File: src/rtl/core/nfcta_pkg.sv
`default_nettype none
package nfcta_pkg;

    localparam logic [1:0] KIND_START = 2'd0;
    localparam logic [1:0] KIND_BYTE  = 2'd1;
    localparam logic [1:0] KIND_FAIL  = 2'd2;
    localparam logic [1:0] KIND_RSVD  = 2'd3;

    localparam logic [1:0] ST_OK        = 2'd0;
    localparam logic [1:0] ST_NO_DEVICE = 2'd1;
    localparam logic [1:0] ST_ATQA_BAD  = 2'd2;
    localparam logic [1:0] ST_IO_ERROR  = 2'd3;

    localparam logic [15:0] CRC_PRESET  = 16'h6363;
    localparam logic [7:0]  CMD_WUPA    = 8'h52;
    localparam logic [7:0]  CMD_SEL1    = 8'h93;
    localparam logic [7:0]  NVB_ANTICOL = 8'h20;
    localparam logic [7:0]  NVB_SELECT  = 8'h70;
    localparam logic [7:0]  CMD_RATS    = 8'hE0;
    localparam logic [7:0]  SAK_CASCADE = 8'h04;
    localparam logic [7:0]  SAK_TCL_MSK = 8'h24;
    localparam logic [7:0]  SAK_TCL_VAL = 8'h20;
    localparam logic [4:0]  RX_IDX_MAX  = 5'd31;
    localparam logic [3:0]  UID_MAX     = 4'd10;
    localparam logic [3:0]  FSD_RESET   = 4'd8;
    localparam logic [3:0]  FWI_DEFAULT = 4'd8;

    localparam int TDATA_W = 128;

    typedef enum logic [4:0] {
        PH_IDLE = 5'b00001,
        PH_ATQA = 5'b00010,
        PH_UID  = 5'b00100,
        PH_SAK  = 5'b01000,
        PH_ATS  = 5'b10000
    } phase_t;

    typedef enum logic [7:0] {
        S_WAIT   = 8'b00000001,
        S_FRAME  = 8'b00000010,
        S_SAKCRC = 8'b00000100,
        S_SAKCHK = 8'b00001000,
        S_ADDUID = 8'b00010000,
        S_NEXT   = 8'b00100000,
        S_SEND   = 8'b01000000,
        S_DONE   = 8'b10000000
    } seq_t;

    typedef struct packed {
        logic       preset;
        logic       step;
        logic [7:0] data;
    } crc_cmd_t;

    typedef struct packed {
        logic       clear;
        logic       add;
        logic [7:0] data;
    } uid_cmd_t;

    // CRC-A, one byte (ITU-V.41 reflected form)
    function automatic logic [15:0] crc_byte(input logic [15:0] crc, input logic [7:0] b);
        logic [7:0] ch;
        ch = b ^ crc[7:0];
        ch = ch ^ {ch[3:0], 4'b0};
        return {8'h00, crc[15:8]} ^ {ch, 8'h00} ^ {5'b0, ch, 3'b0} ^ {12'h000, ch[7:4]};
    endfunction

endpackage
`default_nettype wire

File: src/rtl/core/nfcta_crc.sv
`default_nettype none
module nfcta_crc
    import nfcta_pkg::*;
(
    input  wire logic        aclk,
    input  wire logic        aresetn,
    input  wire crc_cmd_t    cmd,
    output logic [15:0]      crc
);
    logic [15:0] crc_reg, crc_next;

    always_comb begin
        crc_next = crc_reg;
        if (cmd.preset) begin
            crc_next = CRC_PRESET;
        end else if (cmd.step) begin
            crc_next = crc_byte(crc_reg, cmd.data);
        end
    end

    always_ff @(posedge aclk) begin
        if (!aresetn) begin
            crc_reg <= CRC_PRESET;
        end else begin
            crc_reg <= crc_next;
        end
    end

    assign crc = crc_reg;
endmodule
`default_nettype wire

File: src/rtl/core/nfcta_uid.sv
`default_nettype none
module nfcta_uid
    import nfcta_pkg::*;
(
    input  wire logic        aclk,
    input  wire logic        aresetn,
    input  wire uid_cmd_t    cmd,
    output logic [3:0]       uid_count,
    output logic [63:0]      uid_low,
    output logic [15:0]      uid_high
);
    logic [7:0] store_reg [10];
    logic [3:0] count_reg, count_next;

    always_comb begin
        count_next = count_reg;
        if (cmd.clear) begin
            count_next = 4'd0;
        end else if (cmd.add && count_reg < UID_MAX) begin
            count_next = count_reg + 4'd1;
        end
    end

    always_ff @(posedge aclk) begin
        if (!aresetn) begin
            count_reg <= 4'd0;
        end else begin
            count_reg <= count_next;
        end
    end

    always_ff @(posedge aclk) begin
        if (!cmd.clear && cmd.add && count_reg < UID_MAX) begin
            store_reg[count_reg] <= cmd.data;
        end
    end

    // bytes past the count read as zero
    always_comb begin
        for (int i = 0; i < 8; i++) begin
            uid_low[8*i +: 8] = (4'(i) < count_reg) ? store_reg[i] : 8'h00;
        end
        for (int i = 0; i < 2; i++) begin
            uid_high[8*i +: 8] = (4'(i + 8) < count_reg) ? store_reg[i + 8] : 8'h00;
        end
    end

    assign uid_count = count_reg;
endmodule
`default_nettype wire

File: src/rtl/core/nfc_type_a_card_activation_core.sv
// Type A card activation sequencer, reader side.
// s_ channel takes requests: s_tuser = kind (start, received byte, receive failure),
// s_tdata = received byte, s_tlast = last byte of the received frame.
// m_ channel gives transmit bytes (m_tlast ends a transmit frame, m_tuser[0] marks a
// 7-bit short frame) and one done result per run (m_tuser[1]) carrying status and
// the gathered card data in m_tdata.
// A frame end is evaluated in S_FRAME; after a SAK it goes on to the CRC check (only
// with the cascade bit clear), UID collection and next-frame choice.
// The transmit frame then leaves one byte per cycle through the output register while
// m_tready does not stall it, up to 9 bytes, with the CRC-A computed by one shared
// byte-wide CRC unit as the bytes go out.
// s_tready is high only while the sequencer waits for the next request; a stalled
// m_tready holds the current result and the sequencer with it.
// fsd_index is written through cfg_wr_en/cfg_wr_data; the user must write it only
// while no run is in progress, as the block itself does not enforce it.
// Reset (aresetn low, synchronous) returns to idle, fsd_index 8, no result pending.
`default_nettype none
module nfc_type_a_card_activation_core
    import nfcta_pkg::*;
(
    input  wire logic               aclk,
    input  wire logic               aresetn,
    input  wire logic               cfg_wr_en,
    input  wire logic [3:0]         cfg_wr_data,   // fsd_index
    input  wire logic               s_tvalid,
    output logic                    s_tready,
    input  wire logic [7:0]         s_tdata,       // rx_byte
    input  wire logic [1:0]         s_tuser,       // kind
    input  wire logic               s_tlast,       // rx_last
    output logic                    m_tvalid,
    input  wire logic               m_tready,
    // tx_byte[7:0] status[9:8] atqa_word[25:10] select_ack[33:26] uid_length[37:34]
    // uid_low[101:38] uid_high[117:102] card_frame_index[121:118] wait_index[125:122]
    output logic [TDATA_W-1:0]      m_tdata,
    output logic [1:0]              m_tuser,       // tx_short, done_res
    output logic                    m_tlast        // tx_last
);
    seq_t        seq_reg, seq_next;
    phase_t      phase_reg, phase_next;
    logic [1:0]  casc_reg, casc_next;
    logic [1:0]  lvcnt_reg, lvcnt_next;
    logic [4:0]  rx_idx_reg, rx_idx_next;
    logic [4:0]  n_reg, n_next;
    logic [7:0]  lvl_reg [5];
    logic [7:0]  lvl_next [5];
    logic [15:0] atqa_reg, atqa_next;
    logic [7:0]  sak_reg [3];
    logic [7:0]  sak_next [3];
    logic [7:0]  ats_reg [4];
    logic [7:0]  ats_next [4];
    logic [7:0]  fsak_reg, fsak_next;
    logic [3:0]  fsci_reg, fsci_next;
    logic [3:0]  fwi_reg, fwi_next;
    logic [3:0]  fsd_reg, fsd_next;
    logic [1:0]  status_reg, status_next;
    logic [7:0]  txb_reg [7];
    logic [7:0]  txb_next [7];
    logic [2:0]  txlen_reg, txlen_next;
    logic        txcrc_reg, txcrc_next;
    logic        txshort_reg, txshort_next;
    logic [3:0]  txidx_reg, txidx_next;
    logic [1:0]  src_reg, src_next;

    logic                 mvalid_reg, mvalid_next;
    logic [TDATA_W-1:0]   mdata_reg, mdata_next;
    logic [1:0]           muser_reg, muser_next;
    logic                 mlast_reg, mlast_next;

    crc_cmd_t    crc_cmd;
    uid_cmd_t    uid_cmd;
    logic [15:0] crc;
    logic [3:0]  uid_count;
    logic [63:0] uid_low;
    logic [15:0] uid_high;

    logic        accept, out_free;
    logic [7:0]  sel_code;
    logic [7:0]  ats_t0;
    logic [1:0]  lv;

    nfcta_crc u_crc (
        .aclk    (aclk),
        .aresetn (aresetn),
        .cmd     (crc_cmd),
        .crc     (crc)
    );

    nfcta_uid u_uid (
        .aclk      (aclk),
        .aresetn   (aresetn),
        .cmd       (uid_cmd),
        .uid_count (uid_count),
        .uid_low   (uid_low),
        .uid_high  (uid_high)
    );

    assign s_tready = (seq_reg == S_WAIT);
    assign accept   = s_tvalid && s_tready;
    assign out_free = !mvalid_reg || m_tready;
    assign sel_code = CMD_SEL1 + {5'b0, casc_reg, 1'b0};
    assign ats_t0   = ats_reg[1];
    assign lv       = atqa_reg[7:6];

    always_comb begin
        seq_next     = seq_reg;
        phase_next   = phase_reg;
        casc_next    = casc_reg;
        lvcnt_next   = lvcnt_reg;
        rx_idx_next  = rx_idx_reg;
        n_next       = n_reg;
        lvl_next     = lvl_reg;
        atqa_next    = atqa_reg;
        sak_next     = sak_reg;
        ats_next     = ats_reg;
        fsak_next    = fsak_reg;
        fsci_next    = fsci_reg;
        fwi_next     = fwi_reg;
        fsd_next     = cfg_wr_en ? cfg_wr_data : fsd_reg;
        status_next  = status_reg;
        txb_next     = txb_reg;
        txlen_next   = txlen_reg;
        txcrc_next   = txcrc_reg;
        txshort_next = txshort_reg;
        txidx_next   = txidx_reg;
        src_next     = src_reg;
        mvalid_next  = mvalid_reg && !m_tready;
        mdata_next   = mdata_reg;
        muser_next   = muser_reg;
        mlast_next   = mlast_reg;
        crc_cmd      = '0;
        uid_cmd      = '0;

        case (seq_reg)
            S_WAIT: begin
                if (accept) begin
                    if (s_tuser == KIND_START) begin
                        casc_next    = 2'd0;
                        lvcnt_next   = 2'd0;
                        rx_idx_next  = 5'd0;
                        uid_cmd.clear = 1'b1;
                        atqa_next    = 16'h0000;
                        fsak_next    = 8'h00;
                        fsci_next    = 4'd0;
                        fwi_next     = FWI_DEFAULT;
                        for (int i = 0; i < 4; i++) ats_next[i] = 8'h00;
                        phase_next   = PH_ATQA;
                        txb_next[0]  = CMD_WUPA;
                        txlen_next   = 3'd1;
                        txcrc_next   = 1'b0;
                        txshort_next = 1'b1;
                        txidx_next   = 4'd0;
                        crc_cmd.preset = 1'b1;
                        seq_next     = S_SEND;
                    end else if (phase_reg != PH_IDLE && s_tuser == KIND_FAIL) begin
                        rx_idx_next = 5'd0;
                        status_next = (phase_reg == PH_ATQA) ? ST_NO_DEVICE : ST_IO_ERROR;
                        seq_next    = S_DONE;
                    end else if (phase_reg != PH_IDLE && s_tuser == KIND_BYTE) begin
                        case (phase_reg)
                            PH_ATQA: begin
                                if (rx_idx_reg == 5'd0) atqa_next[7:0] = s_tdata;
                                else if (rx_idx_reg == 5'd1) atqa_next[15:8] = s_tdata;
                            end
                            PH_UID: begin
                                if (rx_idx_reg < 5'd5) lvl_next[rx_idx_reg[2:0]] = s_tdata;
                            end
                            PH_SAK: begin
                                if (rx_idx_reg < 5'd3) sak_next[rx_idx_reg[1:0]] = s_tdata;
                            end
                            PH_ATS: begin
                                if (rx_idx_reg < 5'd4) ats_next[rx_idx_reg[1:0]] = s_tdata;
                            end
                            default: ;
                        endcase
                        if (rx_idx_reg < RX_IDX_MAX) rx_idx_next = rx_idx_reg + 5'd1;
                        if (s_tlast) begin
                            n_next      = (rx_idx_reg < RX_IDX_MAX) ? rx_idx_reg + 5'd1
                                                                   : rx_idx_reg;
                            rx_idx_next = 5'd0;
                            seq_next    = S_FRAME;
                        end
                    end
                end
            end
            S_FRAME: begin
                case (phase_reg)
                    PH_ATQA: begin
                        if (n_reg < 5'd2) begin
                            status_next = ST_IO_ERROR;
                            seq_next    = S_DONE;
                        end else if (atqa_reg[4:0] == 5'd0) begin
                            status_next = ST_ATQA_BAD;
                            seq_next    = S_DONE;
                        end else if (lv == 2'd3) begin
                            status_next = ST_IO_ERROR;
                            seq_next    = S_DONE;
                        end else begin
                            lvcnt_next   = lv;
                            casc_next    = 2'd0;
                            phase_next   = PH_UID;
                            txb_next[0]  = CMD_SEL1;
                            txb_next[1]  = NVB_ANTICOL;
                            txlen_next   = 3'd2;
                            txcrc_next   = 1'b0;
                            txshort_next = 1'b0;
                            txidx_next   = 4'd0;
                            crc_cmd.preset = 1'b1;
                            seq_next     = S_SEND;
                        end
                    end
                    PH_UID: begin
                        if (n_reg < 5'd5 ||
                            (lvl_reg[0] ^ lvl_reg[1] ^ lvl_reg[2] ^ lvl_reg[3]) != lvl_reg[4]) begin
                            status_next = ST_IO_ERROR;
                            seq_next    = S_DONE;
                        end else begin
                            phase_next   = PH_SAK;
                            txb_next[0]  = sel_code;
                            txb_next[1]  = NVB_SELECT;
                            for (int i = 0; i < 5; i++) txb_next[i + 2] = lvl_reg[i];
                            txlen_next   = 3'd7;
                            txcrc_next   = 1'b1;
                            txshort_next = 1'b0;
                            txidx_next   = 4'd0;
                            crc_cmd.preset = 1'b1;
                            seq_next     = S_SEND;
                        end
                    end
                    PH_SAK: begin
                        if (n_reg < 5'd3) begin
                            status_next = ST_IO_ERROR;
                            seq_next    = S_DONE;
                        end else if ((sak_reg[0] & SAK_CASCADE) == 8'h00) begin
                            crc_cmd.preset = 1'b1;
                            seq_next       = S_SAKCRC;
                        end else begin
                            // cascade tag in byte 0 is skipped
                            src_next = 2'd1;
                            seq_next = S_ADDUID;
                        end
                    end
                    PH_ATS: begin
                        seq_next    = S_DONE;
                        status_next = ST_OK;
                        if (ats_reg[0] > 8'd1) begin
                            if (n_reg < 5'd2) begin
                                status_next = ST_IO_ERROR;
                            end else begin
                                fsci_next = ats_t0[3:0];
                                if (ats_t0[5]) begin
                                    if (ats_t0[4]) begin
                                        if (n_reg <= 5'd3) status_next = ST_IO_ERROR;
                                        else fwi_next = ats_reg[3][7:4];
                                    end else begin
                                        if (n_reg <= 5'd2) status_next = ST_IO_ERROR;
                                        else fwi_next = ats_reg[2][7:4];
                                    end
                                end
                            end
                        end
                    end
                    default: seq_next = S_WAIT;
                endcase
            end
            S_SAKCRC: begin
                crc_cmd.step = 1'b1;
                crc_cmd.data = sak_reg[0];
                seq_next     = S_SAKCHK;
            end
            S_SAKCHK: begin
                if (crc != {sak_reg[2], sak_reg[1]}) begin
                    status_next = ST_IO_ERROR;
                    seq_next    = S_DONE;
                end else begin
                    fsak_next = sak_reg[0];
                    src_next  = 2'd0;
                    seq_next  = S_ADDUID;
                end
            end
            S_ADDUID: begin
                uid_cmd.add  = 1'b1;
                uid_cmd.data = lvl_reg[{1'b0, src_reg}];
                src_next     = src_reg + 2'd1;
                if (src_reg == 2'd3) seq_next = S_NEXT;
            end
            S_NEXT: begin
                txidx_next   = 4'd0;
                txshort_next = 1'b0;
                if (casc_reg < lvcnt_reg) begin
                    casc_next    = casc_reg + 2'd1;
                    phase_next   = PH_UID;
                    txb_next[0]  = sel_code + 8'd2;
                    txb_next[1]  = NVB_ANTICOL;
                    txlen_next   = 3'd2;
                    txcrc_next   = 1'b0;
                    crc_cmd.preset = 1'b1;
                    seq_next     = S_SEND;
                end else if ((fsak_reg & SAK_TCL_MSK) == SAK_TCL_VAL) begin
                    phase_next   = PH_ATS;
                    txb_next[0]  = CMD_RATS;
                    txb_next[1]  = {fsd_reg, 4'h0};
                    txlen_next   = 3'd2;
                    txcrc_next   = 1'b1;
                    crc_cmd.preset = 1'b1;
                    seq_next     = S_SEND;
                end else begin
                    status_next = ST_OK;
                    seq_next    = S_DONE;
                end
            end
            S_SEND: begin
                if (out_free) begin
                    mvalid_next = 1'b1;
                    muser_next  = {1'b0, txshort_reg};
                    mdata_next  = '0;
                    txidx_next  = txidx_reg + 4'd1;
                    if (txidx_reg < {1'b0, txlen_reg}) begin
                        mdata_next[7:0] = txb_reg[txidx_reg[2:0]];
                        crc_cmd.step    = 1'b1;
                        crc_cmd.data    = txb_reg[txidx_reg[2:0]];
                        mlast_next      = !txcrc_reg && (txidx_reg == {1'b0, txlen_reg} - 4'd1);
                    end else if (txidx_reg == {1'b0, txlen_reg}) begin
                        mdata_next[7:0] = crc[7:0];
                        mlast_next      = 1'b0;
                    end else begin
                        mdata_next[7:0] = crc[15:8];
                        mlast_next      = 1'b1;
                    end
                    if (mlast_next) seq_next = S_WAIT;
                end
            end
            S_DONE: begin
                if (out_free) begin
                    mvalid_next          = 1'b1;
                    muser_next           = 2'b10;
                    mlast_next           = 1'b0;
                    mdata_next           = '0;
                    mdata_next[9:8]      = status_reg;
                    mdata_next[25:10]    = atqa_reg;
                    mdata_next[33:26]    = fsak_reg;
                    mdata_next[37:34]    = uid_count;
                    mdata_next[101:38]   = uid_low;
                    mdata_next[117:102]  = uid_high;
                    mdata_next[121:118]  = fsci_reg;
                    mdata_next[125:122]  = fwi_reg;
                    phase_next           = PH_IDLE;
                    seq_next             = S_WAIT;
                end
            end
            default: seq_next = S_WAIT;
        endcase
    end

    always_ff @(posedge aclk) begin
        if (!aresetn) begin
            seq_reg    <= S_WAIT;
            phase_reg  <= PH_IDLE;
            casc_reg   <= 2'd0;
            lvcnt_reg  <= 2'd0;
            rx_idx_reg <= 5'd0;
            atqa_reg   <= 16'h0000;
            fsak_reg   <= 8'h00;
            fsci_reg   <= 4'd0;
            fwi_reg    <= FWI_DEFAULT;
            fsd_reg    <= FSD_RESET;
            mvalid_reg <= 1'b0;
        end else begin
            seq_reg    <= seq_next;
            phase_reg  <= phase_next;
            casc_reg   <= casc_next;
            lvcnt_reg  <= lvcnt_next;
            rx_idx_reg <= rx_idx_next;
            atqa_reg   <= atqa_next;
            fsak_reg   <= fsak_next;
            fsci_reg   <= fsci_next;
            fwi_reg    <= fwi_next;
            fsd_reg    <= fsd_next;
            mvalid_reg <= mvalid_next;
        end
    end

    always_ff @(posedge aclk) begin
        if (!aresetn) begin
            for (int i = 0; i < 4; i++) ats_reg[i] <= 8'h00;
            for (int i = 0; i < 3; i++) sak_reg[i] <= 8'h00;
        end else begin
            ats_reg <= ats_next;
            sak_reg <= sak_next;
        end
    end

    always_ff @(posedge aclk) begin
        n_reg       <= n_next;
        lvl_reg     <= lvl_next;
        status_reg  <= status_next;
        txb_reg     <= txb_next;
        txlen_reg   <= txlen_next;
        txcrc_reg   <= txcrc_next;
        txshort_reg <= txshort_next;
        txidx_reg   <= txidx_next;
        src_reg     <= src_next;
        mdata_reg   <= mdata_next;
        muser_reg   <= muser_next;
        mlast_reg   <= mlast_next;
    end

    assign m_tvalid = mvalid_reg;
    assign m_tdata  = mdata_reg;
    assign m_tuser  = muser_reg;
    assign m_tlast  = mlast_reg;
endmodule
`default_nettype wire
File: config.mk
export PLATFORM = sky130hd
export DESIGN_NAME = nfc_type_a_card_activation_core
export DESIGN_NICKNAME = d
export VERILOG_FILES = /design/src/rtl/core/nfcta_pkg.sv /design/src/rtl/core/nfcta_crc.sv /design/src/rtl/core/nfcta_uid.sv /design/src/rtl/core/nfc_type_a_card_activation_core.sv
export SDC_FILE = /design/constraint.sdc
export NUM_CORES = 1
export LEC_CHECK = 0
export BUFFER_PORTS_ARGS = -buffer_cell sky130_fd_sc_hd__buf_4
export CAP_MARGIN = 20
export CORE_ASPECT_RATIO = 1.2
export CORE_MARGIN = 2
export CORE_UTILIZATION = 55
export DETAILED_ROUTE_END_ITERATION = 10
export PLACE_DENSITY_LB_ADDON = 0.05
export SYNTH_ARGS = -nofsm -noshare
export SYNTH_HDL_FRONTEND = slang
export SYNTH_SLANG_ARGS = --single-unit
File: constraint.sdc
create_clock -name aclk -period 9.7 [get_ports aclk]
set_clock_uncertainty 0.15 [all_clocks]
set_input_delay 0.97 -clock aclk [delete_from_list [all_inputs] [get_ports aclk]]
set_output_delay 0.97 -clock aclk [all_outputs]
set_load 0.05 [all_outputs]
Word level (Yosys, flattened, before mapping)
Memory sizes are Yosys's and may differ from the RTL's.
Index checks and enable logic that the tools add are counted.
W data, S select, Z words.
{"block": "word_totals", "out_inout_bits": 133, "regBits": 380, "input_bits": 20, "mem_bits_rw": 80, "word_cells": 428, "mem_count": 1}
{"block": "op_classes", "mux": 208, "n_reduce_logical": 61, "n_addsub": 8, "bitwise": 16, "order_cmp": 29, "eq_ne": 62}
{"name": "u_uid.store_reg", "words": 10, "width": 8, "rd": 10, "rd_ports_with_merged_regs": 0, "wr": 1, "line_no": "nfcta_uid.sv:12", "rtl": "logic [7:0] store_reg [10];"}
{"operator": "$mux W8", "n": 43}
{"operator": "$mux W128", "n": 2}
{"operator": "$pmux W128 S2", "n": 1}
{"operator": "$mux W32", "n": 5}
{"operator": "$mux W16", "n": 9}
{"operator": "$mux W4", "n": 19}
{"operator": "$mux W5", "n": 15}
{"operator": "$mux W2", "n": 35}
{"operator": "$pmux W8 S8", "n": 1}
{"operator": "$mux W56", "n": 1}
{"operator": "$bmux W8 S3", "n": 2}
{"operator": "$reduce_and A7 Y1", "n": 6}
{"operator": "$bwmux W40", "n": 1}
{"operator": "$ne A2 B2 Y1 const B", "n": 20}
{"operator": "$xor A8 B8 Y8", "n": 5}
{"operator": "$bwmux W32", "n": 1}
{"operator": "$mux W1", "n": 32}
{"operator": "$pmux W16 S2", "n": 1}
{"operator": "$pmux W8 S2", "n": 2}
{"operator": "$pmux W8 S4", "n": 1}
{"operator": "$mux W9", "n": 3}
{"operator": "$ne A3 B3 Y1 const B", "n": 9}
{"operator": "$reduce_and A9 Y1", "n": 3}
{"operator": "$bwmux W24", "n": 1}
{"operator": "87 further kinds", "n": 166}

Longest topological paths before layout
{"block": "depth", "word_depth": 12, "ltp_mapped": 13, "ltp_nobuf": 9}

Hierarchy
Synthesis repeated with hierarchy kept, for this count alone.
{"block": "unflattened", "cells_unflattened": 1496, "hier_area_um2": 18944.4}
{"module": "nfc_type_a_card_activation_core", "area_each_um2": 14684.1, "instances": 1, "cells_each": 1197, "seq_area_each_um2": 9258.9}
{"module": "nfcta_uid", "area_each_um2": 3339.5, "instances": 1, "cells_each": 218, "seq_area_each_um2": 2482.4}
{"module": "nfcta_crc", "area_each_um2": 920.9, "instances": 1, "cells_each": 81, "seq_area_each_um2": 320.3}

Worst setup path after synthesis
OpenSTA, ideal clock, no wires.
{"block": "synth_timing", "kind": "register to register", "from": "reg seq_reg[1]", "to": "reg mdata_reg[0] (netlist: m_tdata[0]), enable pin", "slack_ns": 2.366, "required_ns": 8.932, "path_buffers": 1, "synth_period_minus_slack_ns": 7.334, "setup_time_ns": 0.618, "arrival_time_ns": 6.565, "stages_incl_launch_ff": 6, "path_cell_list": "dfxtp_1 -> buf_6 -> nor4_4 -> and3_1 -> nor2_1 -> nor2_1"}
{"block": "synth_between", "elab_chain_cells": 3, "word_cells_on_any_way": 6, "cone_classes": "eq/ne: 4; reduce/logical: 2"}
{"item": "from (decl)", "line_no": "nfc_type_a_card_activation_core.sv:38", "rtl": "seq_t seq_reg, seq_next;"}
{"item": "from (signal assigned)", "line_no": "nfc_type_a_card_activation_core.sv:368", "rtl": "seq_reg <= seq_next;"}
{"item": "$eq A8 B7 Y1 / $eq A8 B8 Y1 (equally long branches)", "line_no": "nfc_type_a_card_activation_core.sv:133", "rtl": "case (seq_reg)"}
{"item": "$ne A2 B2 Y1 (no source line) / $reduce_bool A2 Y1 (equally long branches)"}
{"item": "$reduce_and A3 Y1 (no source line) (*)"}
{"item": "to (signal assigned)", "line_no": "nfc_type_a_card_activation_core.sv:402", "rtl": "mdata_reg <= mdata_next;"}
{"item": "to (decl)", "line_no": "nfc_type_a_card_activation_core.sv:65", "rtl": "logic [TDATA_W-1:0] mdata_reg, mdata_next;"}
Mark *: on every way between the ends. The rest lies on a longest branch, timed or not.
A chain may end at the register's enable or synchronous reset.

Final worst setup path
{"block": "layout_timing", "from": "reg seq_reg[2]", "to": "reg muser_reg[1] (netlist: m_tuser[1]), enable pin"}
{"block": "layout_between", "elab_chain_cells": 3, "word_cells_on_any_way": 6, "cone_classes": "eq/ne: 4; reduce/logical: 2"}
{"item": "$eq A8 B7 Y1 / $eq A8 B8 Y1 (equally long branches)", "line_no": "nfc_type_a_card_activation_core.sv:133"}
{"item": "$ne A2 B2 Y1 (no source line) / $reduce_bool A2 Y1 (equally long branches)"}
{"item": "$reduce_and A3 Y1 (no source line) (*)"}
{"item": "to (signal assigned)", "line_no": "nfc_type_a_card_activation_core.sv:403", "rtl": "muser_reg <= muser_next;"}
{"item": "to (decl)", "line_no": "nfc_type_a_card_activation_core.sv:66", "rtl": "logic [1:0] muser_reg, muser_next;"}
Marks and branches as above.

==> metrics list <==
- Result of the run: finished, final reports clean
* Clk buf depth: 3
* HPWL after detailed placement: 28,500 um
- Global routing finished with a remaining overflow of 0.
* Number of flip-flops and latches in the synthesized netlist: 443
- Sinks on the clock net: 443
- Average cell area after synthesis: 13.2 um2
- Synthesis produced a netlist whose cell count is 1,398.
- Once routing completed, OpenROAD measured the worst setup slack at 5660 ps.
- Register area share after synthesis: 0.656
- Using the TritonRoute via totals, the vias-per-cell ratio works out to 5.55.
* Detailed-route via count: 11,300
- Setup repair after global routing left no endpoint under its margin.
- CP Data Required Time: 9710 ps
* Die W: 171 um
* Part of the cycle the worst path needs: 0.417
* Category of the worst setup path launch point: flip-flop
- Max-cap violations in this run came to 0.
- Antenna Cells: 0
- 1st-iter DRT viols: 927
* Final Hold Vio Count: 0
- Once placement completed, the tool counted placed cells totaling 1,950.
* Post-cts gate resize count: 0
- Area enclosed by the die boundary: 34,900 um2
- The register with the most flip-flops in the layout has 126 of them.
- The region available for standard cell placement spans 33,100 um2.
* Max-slew headroom: 0.291
* # port buffers: 150
* Effective utilization at floorplan: 0.556
* Critical path start-end classification: reg2reg
- Finished Layout Cells: 2,032
- In this run the number of H-tree levels came out at 2.
- Count of hold-fix buffers inserted at cts: 0
- The synthesized netlist occupies a cell area of 18,400 um2.
- Total of endpoints with negative setup slack in the final report: 0
- Peak clock frequency supported by timing: 247 MHz
- In this run the vertical extent of the chip is 204 um.
- Top-level port count: 153
* Leading post-synthesis cells by cell area: sky130_fd_sc_hd__edfxtp_1, sky130_fd_sc_hd__dfxtp_1, sky130_fd_sc_hd__mux2i_1
- Wire length of the first global-routing pass: 62,200 um
- After synthesis, the netlist uses 73 different library cells.
* Number of antenna violations at the first check in global routing: 0
- The number of slew-limit violations in the final report came to 0.
* Layout cells sized above 1: 0.175
* Router iterations before antenna repair: 7
- Worst min-delay path category: reg2reg
* Routed WL: 41,300 um
- All-layer global routing usage: 0.238
- Fillers: 2,553
- Top FF cell, synth: sky130_fd_sc_hd__edfxtp_1
- The synthesized design contains 319 enable-type register cells.
- Largest fanout of any net on the critical path: 73
- After routing, the total negative slack on setup checks comes to 0 ps.
- Leakage component of the power: 0.00781 uW
* Placer congestion estimate: 0.890
- Of the post-synthesis cell area, the dominant cell type holds 0.521.
- Final Critical Period: 4040 ps
- Power density relative to cell area: 239 nW/um2
- For this run, the post-layout net count is 1,585.
- Post-CTS timing repair inserted 0 buffers for setup.
- Largest vdd supply drop: 0.195 mV
- Critical path endpoint category: flip-flop
- Counting flops with an async set or reset pin after synthesis yields a share of 0.
- Largest net degree at the start of global routing: 96
* Vias in the first global route: 10,800
* Setup slack after placement: 5760 ps
* Clk_lat worst skew: 560 ps
- Warning count from the yosys run: 0
- CTS placed an instance of sky130_fd_sc_hd__clkbuf_16 at the clock tree root.
* Slew of the pin with the lowest slew margin: 1060 ps
* Signal arrival time at the worst endpoint: 4050 ps
- Clock-pin slew was measured on the worst setup and hold paths at 60 ps.
* DRC viols: 0
- CTS tree: built
* Syn-to-layout area delta: 16.3%
* Clock buffers created by TritonCTS: 43
* Count of standard-cell rows: 73
- The biggest area contributor in the post-synthesis netlist is sky130_fd_sc_hd__edfxtp_1.
- Remaining number of nets flagged by the antenna check after routing: 0
* WL/cell: 20.3 um
[report_power, final]
part	switching (uW)	total (uW)	internal [uW]
Sequential	79.6	2280	2200
Combinational	821	1170	347
Clock	687	1650	966
[layout make-up]
| class | instances | area, um2 | area share |
|---|---|---|---|
| inverters | 29 | 109 | 0.00509 |
| repair buffers | 165 | 1240 | 0.0581 |
| clock buffers | 57 | 1180 | 0.0552 |
| clock inverters | 23 | 226 | 0.0106 |
| well taps | 450 | 563 | 0.0263 |
| multi-input cells | 865 | 6000 | 0.281 |
| flip-flops and latches | 443 | 12100 | 0.564 |
[synth_stat cells (22+ instances only)]
| cell | n |
|---|---|
| sky130_fd_sc_hd__nand2_1 | 67 |
| sky130_fd_sc_hd__and2_1 | 107 |
| sky130_fd_sc_hd__xnor2_1 | 33 |
| sky130_fd_sc_hd__a22oi_1 | 23 |
| sky130_fd_sc_hd__nor2b_1 | 32 |
| sky130_fd_sc_hd__nor2_1 | 157 |
| sky130_fd_sc_hd__mux2i_1 | 68 |
| sky130_fd_sc_hd__dfxtp_1 | 124 |
| sky130_fd_sc_hd__nand3_1 | 24 |
| sky130_fd_sc_hd__edfxtp_1 | 319 |
| sky130_fd_sc_hd__clkbuf_1 | 50 |
| sky130_fd_sc_hd__and3_1 | 22 |
| sky130_fd_sc_hd__o21ai_0 | 27 |
| sky130_fd_sc_hd__nor3_1 | 25 |
| sky130_fd_sc_hd__a21oi_1 | 46 |
| sky130_fd_sc_hd__inv_1 | 28 |
[worst max-delay path: stages (launching register included)]
cell and delay [ps]:
sky130_fd_sc_hd__dfxtp_1 320, sky130_fd_sc_hd__nor2_1 500, sky130_fd_sc_hd__nand4_1 930, sky130_fd_sc_hd__inv_1 270, sky130_fd_sc_hd__nor2_1 130, sky130_fd_sc_hd__nor2_4 520, sky130_fd_sc_hd__buf_4 790
[metrics by stage]
stage                     hold WS [ps]  utilization  total power [uW]  area, um2
final                              319        0.647              5100      21400
after global routing               331        0.647              5290      21400
after CTS                          319        0.646              5130      21400
after detailed placement           306        0.604              3490      20000
after global placement             304        0.603              3480      20000
after floorplan                    283            -              3170      18400
[worst paths after layout]
kind	start	endpoint	slack, ps	depth (start not counted)
worst max register to register	seq_reg[2]	m_tuser[1]	5660	6
worst min-delay path	lvl_reg[2]	txb_reg[2]	320	0
worst min register to register	lvl_reg[2]	txb_reg[2]	320	0
worst max-delay path	seq_reg[2]	m_tuser[1]	5660	6
[metal layers]
layer  routed length, um  global-route usage  vias up
met5                   0                   0        -
met4                1390              0.0938        0
met3                1920              0.0329       67
met2               21200               0.423      363
met1               16700               0.293     5460
li1                    -                   -     5390
[layout by cell type (no fill, tap or decap), types with 8 or more instances in the layout]
cell type                     n
sky130_fd_sc_hd__nor4_1       8
sky130_fd_sc_hd__xnor2_1     33
sky130_fd_sc_hd__nand4_1     11
sky130_fd_sc_hd__edfxtp_1   319
sky130_fd_sc_hd__a21oi_1     46
sky130_fd_sc_hd__nor2b_1     32
sky130_fd_sc_hd__a22oi_1     23
sky130_fd_sc_hd__xor2_1      20
sky130_fd_sc_hd__mux2i_1     68
sky130_fd_sc_hd__and2_1     107
sky130_fd_sc_hd__o21ai_0     27
sky130_fd_sc_hd__ha_1        18
sky130_fd_sc_hd__mux4_2      13
sky130_fd_sc_hd__clkinv_2    11
sky130_fd_sc_hd__clkbuf_1    10
sky130_fd_sc_hd__and3_1      22
sky130_fd_sc_hd__nand3b_1    10
sky130_fd_sc_hd__nor2_1     156
sky130_fd_sc_hd__buf_4      163
sky130_fd_sc_hd__dfxtp_1    124
sky130_fd_sc_hd__xnor3_1     10
sky130_fd_sc_hd__nand2_1     67
sky130_fd_sc_hd__nor3_1      22
sky130_fd_sc_hd__clkbuf_16   44
sky130_fd_sc_hd__a211oi_1    15
sky130_fd_sc_hd__inv_1       27
sky130_fd_sc_hd__o211ai_1    10
sky130_fd_sc_hd__nand2b_1    16
sky130_fd_sc_hd__a32oi_1      9
sky130_fd_sc_hd__nand3_1     24
sky130_fd_sc_hd__mux2_2       9
[kinds of logic after synthesis]
group	synth area share
and+or+nand+nor	0.148
muxes	0.0584
buffers and inverters	0.0206
adders and majority gates	0.0122
DFF	0.656
AOI/OAI and AO/OA	0.0637
xor gates and xnor gates	0.0410
other	0.000204
Power figures use the tool's default switching activity.
